**config.mk**
```make
export PLATFORM = sky130hd
export DESIGN_NAME = gated_pulse_width_capture_top_flat
export DESIGN_NICKNAME = d
export VERILOG_FILES = /design/src/rtl/gpwc_pkg.sv /design/src/rtl/gpwc_in_if.sv /design/src/rtl/gpwc_out_if.sv /design/src/rtl/gated_pulse_width_capture_top.sv /design/src/rtl/gpwc_core.sv /design/src/rtl/gpwc_res_fifo.sv /design/src/flat_wrapper.sv
export SDC_FILE = /design/constraint.sdc
export NUM_CORES = 1
export LEC_CHECK = 0
export BUFFER_PORTS_ARGS = -buffer_cell sky130_fd_sc_hd__buf_4
export CELL_PAD_IN_SITES_DETAIL_PLACEMENT = 1
export CELL_PAD_IN_SITES_GLOBAL_PLACEMENT = 1
export CORE_ASPECT_RATIO = 1.1
export CORE_UTILIZATION = 43
export CTS_CLUSTER_DIAMETER = 150
export CTS_CLUSTER_SIZE = 12
export DETAILED_ROUTE_END_ITERATION = 16
export PLACE_DENSITY = 0.76
export SLEW_MARGIN = 10
export SYNTH_ARGS = -nofsm -noshare
export SYNTH_HDL_FRONTEND = slang
export SYNTH_HIERARCHICAL = 1
export SYNTH_SLANG_ARGS = --single-unit
```
**constraint.sdc**
```tcl
create_clock -name i_clk -period 8.24 [get_ports i_clk]
set_clock_uncertainty 0.1 [all_clocks]
set_input_delay 0.412 -clock i_clk [delete_from_list [all_inputs] [get_ports i_clk]]
set_output_delay 0.412 -clock i_clk [all_outputs]
set_load 0.02 [all_outputs]
```
**src/rtl/gpwc_pkg.sv**
```systemverilog
`default_nettype none

package gpwc_pkg;

    // field widths
    localparam int STR_W      = 9;
    localparam int MIN_W      = 16;
    localparam int WIN_W      = 24;
    localparam int PW_W       = 16;
    localparam int CNT_W      = 9;
    localparam int CFG_IDX_W  = 2;
    localparam int CFG_DATA_W = 24;

    // capture stops after this many emitted pulses
    localparam int MAX_PULSE_COUNT = 256;

    // result queue
    localparam int RQ_DEPTH  = 4;
    localparam int RQ_PTR_W  = $clog2(RQ_DEPTH);
    localparam int RQ_CNT_W  = $clog2(RQ_DEPTH + 1);

    // input mode codes
    localparam logic MODE_START = 1'b0;
    localparam logic MODE_TICK  = 1'b1;

    // register indexes
    localparam logic [CFG_IDX_W-1:0] REG_RSSI_THRESHOLD  = 2'd0;
    localparam logic [CFG_IDX_W-1:0] REG_MIN_PULSE_TICKS = 2'd1;
    localparam logic [CFG_IDX_W-1:0] REG_WINDOW_TICKS    = 2'd2;

    // register reset values
    localparam logic signed [STR_W-1:0] RSSI_THRESHOLD_RST  = -9'sd80;
    localparam logic [MIN_W-1:0]        MIN_PULSE_TICKS_RST = 16'd100;
    localparam logic [WIN_W-1:0]        WINDOW_TICKS_RST    = 24'd500000;

    typedef enum logic [1:0] {
        KIND_REJECT = 2'd0,
        KIND_PULSE  = 2'd1,
        KIND_DONE   = 2'd2
    } t_kind;

    typedef struct packed {
        logic                    mode;
        logic signed [STR_W-1:0] strength_dbm;
        logic                    level;
    } t_item;

    typedef struct packed {
        t_kind                   kind;
        logic [PW_W-1:0]         pulse_width;
        logic [CNT_W-1:0]        pulse_count;
        logic signed [STR_W-1:0] strength_seen;
        logic                    last;
    } t_result;

    typedef struct packed {
        logic signed [STR_W-1:0] rssi_threshold;
        logic [MIN_W-1:0]        min_pulse_ticks;
        logic [WIN_W-1:0]        window_ticks;
    } t_cfg;

endpackage

`default_nettype wire

```
**src/rtl/gpwc_in_if.sv**
```systemverilog
`default_nettype none

interface gpwc_in_if
    import gpwc_pkg::*;
();
    logic                    valid;
    logic                    ready;
    logic                    mode;
    logic signed [STR_W-1:0] strength_dbm;
    logic                    level;

    modport source (output valid, output mode, output strength_dbm, output level,
                    input ready);
    modport sink   (input valid, input mode, input strength_dbm, input level,
                    output ready);
endinterface

`default_nettype wire

```
**src/rtl/gpwc_out_if.sv**
```systemverilog
`default_nettype none

interface gpwc_out_if
    import gpwc_pkg::*;
();
    logic                    valid;
    logic                    ready;
    logic [1:0]              kind;
    logic [PW_W-1:0]         pulse_width;
    logic [CNT_W-1:0]        pulse_count;
    logic signed [STR_W-1:0] strength_seen;
    logic                    last;

    modport source (output valid, output kind, output pulse_width, output pulse_count,
                    output strength_seen, output last, input ready);
    modport sink   (input valid, input kind, input pulse_width, input pulse_count,
                    input strength_seen, input last, output ready);
endinterface

`default_nettype wire

```
**src/rtl/gated_pulse_width_capture_top.sv**
```systemverilog
`default_nettype none

// channel   | dir | handshake       | payload
// ----------+-----+-----------------+--------------------------------------------------
// i_in      | in  | valid / ready   | mode, strength_dbm, level
// o_out     | out | valid / ready   | kind, pulse_width, pulse_count, strength_seen, last
// i_cfg_*   | in  | i_cfg_we only   | i_cfg_idx, i_cfg_data
//
// one item per cycle while the result queue has room; an item is registered at transfer and
// its results are registered into the result queue as it leaves the input register
// an item that yields a pulse and a done result needs two output transfers
// input stalls while an item waits in the input register and the 4-entry result queue has fewer than two free slots
// synchronous active-low reset clears capture state and loads register defaults

module gated_pulse_width_capture_top
    import gpwc_pkg::*;
(
    input  wire logic                  i_clk,
    input  wire logic                  i_rst_n,
    gpwc_in_if.sink                    i_in,
    gpwc_out_if.source                 o_out,
    input  wire logic                  i_cfg_we,
    input  wire logic [CFG_IDX_W-1:0]  i_cfg_idx,
    input  wire logic [CFG_DATA_W-1:0] i_cfg_data
);

    // config registers
    t_cfg r_cfg;

    // input register
    logic  r_in_valid;
    t_item r_in_item;

    // core to queue
    logic [1:0]          core_push;
    t_result             core_res0;
    t_result             core_res1;
    t_result             q_head;
    logic                q_valid;
    logic [RQ_CNT_W-1:0] q_count;

    logic advance;
    logic in_xfer;

    // hand the registered item on only when the queue can hold both results
    assign advance     = r_in_valid && (q_count <= RQ_CNT_W'(RQ_DEPTH - 2));
    assign i_in.ready  = !r_in_valid || advance;
    assign in_xfer     = i_in.valid && i_in.ready;

    always_ff @(posedge i_clk) begin
        if (!i_rst_n) begin
            r_in_valid <= 1'b0;
        end else if (in_xfer) begin
            r_in_valid <= 1'b1;
        end else if (advance) begin
            r_in_valid <= 1'b0;
        end
    end

    // payload needs no reset
    always_ff @(posedge i_clk) begin
        if (in_xfer) begin
            r_in_item <= '{mode: i_in.mode, strength_dbm: i_in.strength_dbm,
                           level: i_in.level};
        end
    end

    // register writes, unknown index dropped
    always_ff @(posedge i_clk) begin
        if (!i_rst_n) begin
            r_cfg.rssi_threshold  <= RSSI_THRESHOLD_RST;
            r_cfg.min_pulse_ticks <= MIN_PULSE_TICKS_RST;
            r_cfg.window_ticks    <= WINDOW_TICKS_RST;
        end else if (i_cfg_we) begin
            unique case (i_cfg_idx)
                REG_RSSI_THRESHOLD:  r_cfg.rssi_threshold  <= i_cfg_data[STR_W-1:0];
                REG_MIN_PULSE_TICKS: r_cfg.min_pulse_ticks <= i_cfg_data[MIN_W-1:0];
                REG_WINDOW_TICKS:    r_cfg.window_ticks    <= i_cfg_data[WIN_W-1:0];
                default: ;
            endcase
        end
    end

    // capture state and result forming
    gpwc_core u_core (
        .i_clk   (i_clk),
        .i_rst_n (i_rst_n),
        .i_valid (advance),
        .i_item  (r_in_item),
        .i_cfg   (r_cfg),
        .o_push  (core_push),
        .o_res0  (core_res0),
        .o_res1  (core_res1)
    );

    // results wait here until the sink takes them
    gpwc_res_fifo u_res_fifo (
        .i_clk   (i_clk),
        .i_rst_n (i_rst_n),
        .i_push  (core_push),
        .i_res0  (core_res0),
        .i_res1  (core_res1),
        .i_pop   (o_out.ready),
        .o_valid (q_valid),
        .o_head  (q_head),
        .o_count (q_count)
    );

    assign o_out.valid         = q_valid;
    assign o_out.kind          = q_head.kind;
    assign o_out.pulse_width   = q_head.pulse_width;
    assign o_out.pulse_count   = q_head.pulse_count;
    assign o_out.strength_seen = q_head.strength_seen;
    assign o_out.last          = q_head.last;

    // a pulse result never ends the run and always counts itself
    a_pulse_shape: assert property (@(posedge i_clk) disable iff (!i_rst_n)
        (o_out.valid && q_head.kind == KIND_PULSE) |-> (!o_out.last && o_out.pulse_count != '0))
        else $error("malformed pulse result");

endmodule

`default_nettype wire

```
**src/rtl/gpwc_core.sv**
```systemverilog
`default_nettype none

module gpwc_core
    import gpwc_pkg::*;
(
    input  wire logic  i_clk,
    input  wire logic  i_rst_n,
    input  wire logic  i_valid,
    input  wire t_item i_item,
    input  wire t_cfg  i_cfg,
    output logic [1:0] o_push,
    output t_result    o_res0,
    output t_result    o_res1
);

    logic                    r_capturing, n_capturing;
    logic                    r_prev_level, n_prev_level;
    logic [WIN_W-1:0]        r_elapsed, n_elapsed;
    logic [WIN_W-1:0]        r_edge_tick, n_edge_tick;
    logic [CNT_W-1:0]        r_captured, n_captured;
    logic signed [STR_W-1:0] r_latched, n_latched;

    logic [WIN_W:0]   elapsed_inc;
    logic [WIN_W-1:0] delta;
    logic [PW_W-1:0]  width_sat;
    logic             pulse_hit;

    assign elapsed_inc = {1'b0, r_elapsed} + {{WIN_W{1'b0}}, 1'b1};
    assign delta       = r_elapsed - r_edge_tick;
    assign width_sat   = (|delta[WIN_W-1:PW_W]) ? {PW_W{1'b1}} : delta[PW_W-1:0];
    assign pulse_hit   = delta > {{(WIN_W-MIN_W){1'b0}}, i_cfg.min_pulse_ticks};

    always_comb begin
        n_capturing  = r_capturing;
        n_prev_level = r_prev_level;
        n_elapsed    = r_elapsed;
        n_edge_tick  = r_edge_tick;
        n_captured   = r_captured;
        n_latched    = r_latched;
        o_push       = 2'd0;
        o_res0       = '{kind: KIND_DONE, pulse_width: '0, pulse_count: '0,
                         strength_seen: r_latched, last: 1'b1};
        o_res1       = o_res0;

        if (i_valid) begin
            if (i_item.mode == MODE_START) begin
                n_latched            = i_item.strength_dbm;
                o_res0.strength_seen = i_item.strength_dbm;
                if ($signed(i_item.strength_dbm) <= $signed(i_cfg.rssi_threshold)) begin
                    n_capturing = 1'b0;
                    o_res0.kind = KIND_REJECT;
                    o_push      = 2'd1;
                end else begin
                    n_capturing  = 1'b1;
                    n_prev_level = i_item.level;
                    n_elapsed    = '0;
                    n_edge_tick  = '0;
                    n_captured   = '0;
                    // zero window ends at once
                    if (i_cfg.window_ticks == '0) begin
                        n_capturing = 1'b0;
                        o_push      = 2'd1;
                    end
                end
            end else if (r_capturing) begin
                n_elapsed = elapsed_inc[WIN_W-1:0];
                if (i_item.level != r_prev_level) begin
                    n_edge_tick  = r_elapsed;
                    n_prev_level = i_item.level;
                    if (pulse_hit) begin
                        n_captured = r_captured + CNT_W'(1);
                        o_res0     = '{kind: KIND_PULSE, pulse_width: width_sat,
                                       pulse_count: n_captured,
                                       strength_seen: r_latched, last: 1'b0};
                        o_push     = 2'd1;
                    end
                end
                if (elapsed_inc >= {1'b0, i_cfg.window_ticks}
                        || n_captured >= CNT_W'(MAX_PULSE_COUNT)) begin
                    n_capturing = 1'b0;
                    if (o_push == 2'd1) begin
                        o_res1.pulse_count = n_captured;
                        o_push             = 2'd2;
                    end else begin
                        o_res0.pulse_count = n_captured;
                        o_push             = 2'd1;
                    end
                end
            end
        end
    end

    always_ff @(posedge i_clk) begin
        if (!i_rst_n) begin
            r_capturing  <= 1'b0;
            r_prev_level <= 1'b0;
            r_elapsed    <= '0;
            r_edge_tick  <= '0;
            r_captured   <= '0;
            r_latched    <= '0;
        end else begin
            r_capturing  <= n_capturing;
            r_prev_level <= n_prev_level;
            r_elapsed    <= n_elapsed;
            r_edge_tick  <= n_edge_tick;
            r_captured   <= n_captured;
            r_latched    <= n_latched;
        end
    end

    a_end_clears_capture: assert property (@(posedge i_clk) disable iff (!i_rst_n)
        (i_valid && ((o_push == 2'd1 && o_res0.last) || (o_push == 2'd2 && o_res1.last)))
        |=> !r_capturing)
        else $error("capture still armed after a final result");

    a_count_bound: assert property (@(posedge i_clk) disable iff (!i_rst_n)
        r_captured <= CNT_W'(MAX_PULSE_COUNT))
        else $error("pulse count above limit");

    a_edge_not_ahead: assert property (@(posedge i_clk) disable iff (!i_rst_n)
        r_capturing |-> r_edge_tick <= r_elapsed)
        else $error("edge reference ahead of elapsed time");

endmodule

`default_nettype wire

```
**src/rtl/gpwc_res_fifo.sv**
```systemverilog
`default_nettype none

module gpwc_res_fifo
    import gpwc_pkg::*;
(
    input  wire logic          i_clk,
    input  wire logic          i_rst_n,
    input  wire logic [1:0]    i_push,
    input  wire t_result       i_res0,
    input  wire t_result       i_res1,
    input  wire logic          i_pop,
    output logic               o_valid,
    output t_result            o_head,
    output logic [RQ_CNT_W-1:0] o_count
);

    t_result               r_mem [RQ_DEPTH];
    logic [RQ_PTR_W-1:0]   r_wr_ptr, n_wr_ptr;
    logic [RQ_PTR_W-1:0]   r_rd_ptr;
    logic [RQ_CNT_W-1:0]   r_count, n_count;
    logic                  pop_ok;

    assign pop_ok   = i_pop && (r_count != '0);
    assign n_wr_ptr = r_wr_ptr + RQ_PTR_W'(i_push);
    assign n_count  = r_count + RQ_CNT_W'(i_push) - RQ_CNT_W'(pop_ok);

    assign o_valid = r_count != '0;
    assign o_head  = r_mem[r_rd_ptr];
    assign o_count = r_count;

    always_ff @(posedge i_clk) begin
        if (i_push != 2'd0) begin
            r_mem[r_wr_ptr] <= i_res0;
        end
        if (i_push == 2'd2) begin
            r_mem[r_wr_ptr + RQ_PTR_W'(1)] <= i_res1;
        end
    end

    always_ff @(posedge i_clk) begin
        if (!i_rst_n) begin
            r_wr_ptr <= '0;
            r_rd_ptr <= '0;
            r_count  <= '0;
        end else begin
            r_wr_ptr <= n_wr_ptr;
            r_count  <= n_count;
            if (pop_ok) begin
                r_rd_ptr <= r_rd_ptr + RQ_PTR_W'(1);
            end
        end
    end

    a_no_overflow: assert property (@(posedge i_clk) disable iff (!i_rst_n)
        r_count <= RQ_CNT_W'(RQ_DEPTH))
        else $error("result queue overflow");

endmodule

`default_nettype wire
```
**src/flat_wrapper.sv**
```systemverilog
// flat-port wrapper written by rule: the top's interface ports become plain ports
module gated_pulse_width_capture_top_flat import gpwc_pkg::*;
  (i_clk, i_rst_n, i_cfg_we, i_cfg_idx, i_cfg_data, i_in_valid, i_in_mode, i_in_strength_dbm, i_in_level, i_in_ready, o_out_valid, o_out_kind, o_out_pulse_width, o_out_pulse_count, o_out_strength_seen, o_out_last, o_out_ready);
  gpwc_in_if i_in_i ();
  gpwc_out_if o_out_i ();
  input  wire logic i_clk;
  input  wire logic i_rst_n;
  input  wire logic i_cfg_we;
  input  wire logic [CFG_IDX_W-1:0] i_cfg_idx;
  input  wire logic [CFG_DATA_W-1:0] i_cfg_data;
  input wire logic [$bits(i_in_i.valid)-1:0] i_in_valid;
  input wire logic [$bits(i_in_i.mode)-1:0] i_in_mode;
  input wire logic [$bits(i_in_i.strength_dbm)-1:0] i_in_strength_dbm;
  input wire logic [$bits(i_in_i.level)-1:0] i_in_level;
  output wire logic [$bits(i_in_i.ready)-1:0] i_in_ready;
  output wire logic [$bits(o_out_i.valid)-1:0] o_out_valid;
  output wire logic [$bits(o_out_i.kind)-1:0] o_out_kind;
  output wire logic [$bits(o_out_i.pulse_width)-1:0] o_out_pulse_width;
  output wire logic [$bits(o_out_i.pulse_count)-1:0] o_out_pulse_count;
  output wire logic [$bits(o_out_i.strength_seen)-1:0] o_out_strength_seen;
  output wire logic [$bits(o_out_i.last)-1:0] o_out_last;
  input wire logic [$bits(o_out_i.ready)-1:0] o_out_ready;
  assign i_in_i.valid = i_in_valid;
  assign i_in_i.mode = i_in_mode;
  assign i_in_i.strength_dbm = i_in_strength_dbm;
  assign i_in_i.level = i_in_level;
  assign i_in_ready = i_in_i.ready;
  assign o_out_valid = o_out_i.valid;
  assign o_out_kind = o_out_i.kind;
  assign o_out_pulse_width = o_out_i.pulse_width;
  assign o_out_pulse_count = o_out_i.pulse_count;
  assign o_out_strength_seen = o_out_i.strength_seen;
  assign o_out_last = o_out_i.last;
  assign o_out_i.ready = o_out_ready;
  gated_pulse_width_capture_top u_core (.i_clk(i_clk), .i_rst_n(i_rst_n), .i_in(i_in_i), .o_out(o_out_i), .i_cfg_we(i_cfg_we), .i_cfg_idx(i_cfg_idx), .i_cfg_data(i_cfg_data));
endmodule
```
**Word-level counts from Yosys, hierarchy flattened**

Memories as Yosys holds them, arrays and structs flattened. A register that Yosys moved wholly into a read port is not among the register bits.
Index checks and enable logic that the tools add are counted.

- Add/subtract/negate cells: 8
- Magnitude comparators: 5
- Eq/ne operators: 8
- Mux-type cells: 60
- Bitwise gates (word level): 1
- Reduce and logical (&&, ||, !) cells: 18

Operator list:

| operator | number |
|---|---|
| 37-bit 2-to-1 mux | 4 |
| 24-bit 2-to-1 mux | 6 |
| 9-bit 2-to-1 mux | 16 |
| 24-bit by 1-bit adder with 25-bit output, second input constant | 1 |
| 25-bit by 24-bit greater-or-equal comparator with 1-bit output | 1 |
| 25-bit 2-to-1 mux | 1 |
| 24-bit by 16-bit > comparator with 1-bit output | 1 |
| 24-bit logical NOT | 1 |
| 2-bit 2-to-1 mux | 12 |
| 24-bit subtractor | 1 |
| 1-bit 2-to-1 mux | 20 |
| 16-bit 2-to-1 mux | 1 |
| 9-bit by 1-bit adder with 9-bit output, second input constant | 1 |
| 9-bit greater-or-equal comparator, second input constant | 1 |
| 9-bit <= comparator | 1 |
| 2-bit AND reduction | 4 |
| 8-bit OR reduction | 1 |
| 2-bit by 1-bit adder with 2-bit output, second input constant | 2 |
| 2-bit by 1-bit == test with 1-bit output, second input constant | 2 |
| 2-bit == test, second input constant | 2 |
| 2-bit != test, second input constant | 2 |
| 4-bit AND reduction | 1 |
| 2-bit nonzero test | 2 |
| 3-bit by 2-bit adder with 3-bit output | 1 |
| other kinds (12) | 15 |

- Bits in registers: 136
- Bits in writable memories: 148
- Input bits: 42
- Output and inout port bits: 39
- Logic and storage cells: 117
- Memories kept: 1

Memory list:

| memory | depth | width | read ports | clocked after memory_dff | write ports | RTL line | source |
|---|---|---|---|---|---|---|---|
| u_core.u_res_fifo.r_mem | 4 | 37 | 1 | 1 | 2 | gpwc_res_fifo.sv:17 | `t_result r_mem [RQ_DEPTH];` |

**Longest topological paths before layout**

- Depth after elaboration: 16
- Mapped depth: 27
- Depth with buffers taken out: 26

**By module**

Netlist, hierarchy kept.

Modules (own cells, without submodules):

| module | times used | cells an instance | area each (µm²) | seq. area each (µm²) |
|---|---|---|---|---|
| gpwc_res_fifo | 1 | 409 | 7822.5 | 4624.4 |
| gpwc_core | 1 | 915 | 6618.8 | 1361.3 |
| gated_pulse_width_capture_top | 1 | 219 | 2339.7 | 1331.3 |

**Worst setup path after synthesis**

OpenSTA, ideal clock, no wires.

- Path type: register to register
- Start: reg u_core.u_core.r_elapsed[1]
- End: mem u_core/u_res_fifo/r_mem[2][0] in the netlist's numbering (enable)
- Library setup time: 444 ps
- Data arrival time: 6761 ps
- Required time: 7696 ps
- Setup slack: 935 ps
- Cell stages (with the launch flop): 22
- Path buffers: 1
- Clock period less this slack: 7305 ps
- Path through: dfxtp_1 nand3_1 or2_2 clkbuf_1 nor3_1 nand2_1 xnor2_1 ha_1 and4_1 nand2_1 or3_1 o21ai_0 a211oi_1 a31oi_1 nor3_1 a221oi_2 ha_1 nand3_1 o21ai_0 and2_1 or3b_2 a21oi_1

RTL lines:

| what | RTL line | source |
|---|---|---|
| from (decl) | gpwc_core.sv:18 | `logic [WIN_W-1:0] r_elapsed, n_elapsed;` |
| from (signal assigned) | gpwc_core.sv:104 | `r_elapsed <= n_elapsed;` |
| to (decl) | gpwc_res_fifo.sv:17 |  |

==> results.sh <==
export IMPL_wl_per_cell_um=21.2
export IMPL_syn_inst=1543
export IMPL_switching_share=0.267
export IMPL_synth_area_leaders="edfxtp_1 (28%), dfxtp_1 (15%), mux2_2 (8.6%)"
export IMPL_setup_violations=0
export IMPL_antenna_found_initial=0
export IMPL_ys_seq_area_frac=0.436
export IMPL_r2r_start="u_core/u_core/r_elapsed[1]"
export IMPL_hold_viol=0
export IMPL_row_count=75
export IMPL_via_per_inst=5.65
export IMPL_status="complete, no violations"
export IMPL_cts_inserted_buffers=27
export IMPL_timing_fmax_ghz=0.141
export IMPL_min_period_over_period=0.863
export IMPL_ys_ff_latch=286
export IMPL_cts_tree="done"
export IMPL_rsz0062_at_grt="false"
export IMPL_clockBufferDepth=3
export IMPL_p_clk_frac=0.344
export IMPL_first_pass_iters=4
export IMPL_worstSkewPairLatency_ns=0.56
export IMPL_met2_usage=0.424
export IMPL_grt_usage=0.230
export IMPL_drc_errors=0
export IMPL_cts_hold_fix_buffers=14
export IMPL_routabilityCongestion=0.862
export IMPL_critPathRequiredTime_ns=8.42
export IMPL_rr_worst_depth=22
export IMPL_synth_cell_types=83
export IMPL_hold_ws_ns=0.0213
export IMPL_synth_area_leader_cell="edfxtp_1"
export IMPL_grt_max_degree=105
export IMPL_grt_use_met3=0.0230
export IMPL_ant_nets=0
export IMPL_slew_headroom=0.259
export IMPL_fillers=4122
export IMPL_place_ws_ns=1.20
export IMPL_yosysMostFrequentCell="edfxtp_1"
export IMPL_fin_setup_tns_ns=0
export IMPL_grt_pass1_wl_um=71700
export IMPL_final_max_slew_viol_count=0
export IMPL_p_leak_nw=7.33
export IMPL_port_buffers=80
export IMPL_start_kind="flip-flop"
export IMPL_p_sw_mw=0.889
export IMPL_grt_pass1_vias=12700
export IMPL_cp_arrival_ns=7.29
export IMPL_design_core_area_um2=38300
export IMPL_vias=12000
export IMPL_grt_overflow=0
export IMPL_synth_ff_type="edfxtp_1"
export IMPL_drt_initial_drc_count=580
export IMPL_dp_hpwl_um=31500
export IMPL_synth_top_area_frac=0.285
export IMPL_synthArstFlopShare=0
export IMPL_ys_warn_count=6
export IMPL_max_cap_violations=0
export IMPL_synth_edf_count=159
export IMPL_min_from="i_cfg_data[23]"
export IMPL_htree_num_levels=1
export IMPL_area_growth_pct=10.6
export IMPL_synthTopCellsByCount="edfxtp_1 (159), nand2_1 (145), mux2_2 (128)"
export IMPL_hold_depth=3
export IMPL_die_area_um2=39800
export IMPL_drt_wl_total_um=45000
export IMPL_pwr_share_seq=0.474
export IMPL_clk_pin_slew_worst_paths_ns=0.06
export IMPL_final_util=0.485
export IMPL_ff2ff_setup_slack_ns=1.13
export IMPL_layout_setup_ws_ns=1.13
export IMPL_tightest_slew_ns=1.10
export IMPL_drive_gt1_frac=0.219
export IMPL_cts_root_buf="clkbuf_16"
export IMPL_syn_avg_cell_area_um2=10.9
export IMPL_rr_endpoint="u_core/u_res_fifo/r_mem[3][29]"
export IMPL_mappedNetlistArea_um2=16800
export IMPL_hold_path_endpoint="u_core/r_cfg[23]"
export IMPL_fin_nets=1726
export IMPL_diodes=0
export IMPL_pin_count=81
export IMPL_intPower_mw=2.44
export IMPL_cts_setup_buffers=0
export IMPL_fin_crit_ns=7.11
export IMPL_numClockSinks=286
export IMPL_vdd_ir_drop_max_v=0.000160
export IMPL_die_x_um=190
export IMPL_grtUsageMet1=0.280
export IMPL_power_density_nw_per_um2=180
export IMPL_hold_class="input pin to flip-flop"
export IMPL_crit_type="flip-flop to flip-flop"
export IMPL_start_util=0.438
export IMPL_end_kind="flip-flop"
export IMPL_power_frac_comb=0.183
export IMPL_die_h_um=209
export IMPL_busiest_layer="met2"
export IMPL_ctsResizeCount=0
export IMPL_critPathMaxFanout=18
[critical path, stage by stage, from the launching register on]
cell and delay (ns):
dfxtp_1 0.47, ha_1 0.31, and3_1 0.25, nand2_1 0.14, nor3_1 0.47, nand3_1 0.30, xnor2_1 0.20, ha_1 0.30
and4_1 0.22, nand2_1 0.08, or3_1 0.39, nor2_1 0.18, o21ai_0 0.13, a31oi_1 0.53, nor3_1 0.29, a221oi_2 0.39
ha_1 0.29, nand3_1 0.08, o21ai_0 0.08, and2_1 0.29, and4bb_2 0.57, buf_4 0.43, mux2_4 0.34
[power by group through the flow]
stage	Combinational (mW)	Clock [mW]	Sequential [mW]
floorplan	0.417	0	1.60
global placement	0.595	0	1.61
detailed placement	0.609	0	1.61
CTS	0.618	1.18	1.58
global route	0.659	1.23	1.58
finish	0.609	1.15	1.58
[how the worst max path moves through the flow]
stage	from	end	slack (ns)	depth (start not counted)
3_3_place_gp	u_core/u_core/r_elapsed[1]	u_core/u_res_fifo/r_mem[3][23]	1.48	21
5_1_grt	u_core/u_core/r_elapsed[1]	u_core/u_res_fifo/r_mem[2][21]	0.76	22
3_5_place_dp	u_core/u_core/r_elapsed[1]	u_core/u_res_fifo/r_mem[3][19]	1.20	21
6_report	u_core/u_core/r_elapsed[1]	u_core/u_res_fifo/r_mem[3][29]	1.13	22
2_1_floorplan	u_core/u_core/r_elapsed[1]	u_core/u_res_fifo/r_mem[2][0]	0.94	21
4_1_cts	u_core/u_core/r_elapsed[1]	u_core/u_res_fifo/r_mem[3][30]	1.20	22
[cells by family (layout without fill, tap and decap cells)]
kind of cell | Yosys count | count (layout) | share of synthesized area
compound gates | 230 | 230 | 0.0898
xor+xnor | 48 | 48 | 0.0267
fa+ha+maj | 82 | 82 | 0.0620
buf+inv | 203 | 261 | 0.0595
flops | 286 | 286 | 0.436
mux | 244 | 244 | 0.192
other cells | 2 | 19 | 0.000448
simple gates | 448 | 448 | 0.134
[through the flow]
step                      power (mW)  instance area [um^2]  cells
after global placement          2.20                 17700   2059
after floorplan                 2.01                 16800   1560
after global routing            3.48                 18600   2118
after detailed placement        2.22                 17700   2059
final                           3.33                 18600   2118
after CTS                       3.38                 18600   2118
[flip-flops by register name, indices dropped and copies added (netlist names), named ones only]
signal,cells
u_core/u_core/r_edge_tick,24
u_core/u_res_fifo/r_mem,148
u_core/r_in_item,11
u_core/r_in_valid,1
u_core/u_res_fifo/r_rd_ptr,2
u_core/u_core/r_capturing,1
u_core/u_core/r_latched,9
u_core/u_core/r_prev_level,1
u_core/u_core/r_captured,9
u_core/u_res_fifo/r_wr_ptr,2
u_core/r_cfg,49
u_core/u_core/r_elapsed,24
u_core/u_res_fifo/o_count,3
[placed cells by master (no fill, tap or decap), types with 18 or more instances in the layout]
master	n
mux4_2	37
nor2_1	73
xnor2_1	30
o21a_1	19
mux2i_1	49
a21oi_1	85
nand4_1	21
buf_4	100
ha_1	80
mux2_2	128
and2_1	20
nand3_1	74
clkbuf_16	27
o21ai_0	33
nor2b_1	18
conb_1	19
edfxtp_1	159
dfxtp_1	126
inv_1	99
mux2_4	30
nand2_1	145
[cell type report]
class / instances / area [um^2] / share of cell area
clock buffer: 44 / 749 / 0.0404
clock inverter: 1 / 8.76 / 0.000472
inverter: 102 / 385 / 0.0208
multi-input combinational: 1071 / 8580 / 0.462
sequential: 286 / 7320 / 0.394
tap: 500 / 626 / 0.0337
timing repair buffer: 114 / 891 / 0.0480
[layer usage]
| metal | vias to the layer above | wire (um) | part of all wire |
|---|---|---|---|
| met2 | 176 | 23600 | 0.52 |
| met1 | 6037 | 18900 | 0.42 |
| li1 | 5691 | - | - |
| met3 | 54 | 1340 | 0.030 |
| met4 | 0 | 1240 | 0.028 |
| met5 | - | 0 | 0 |
(Power assumes the default switching activity.)
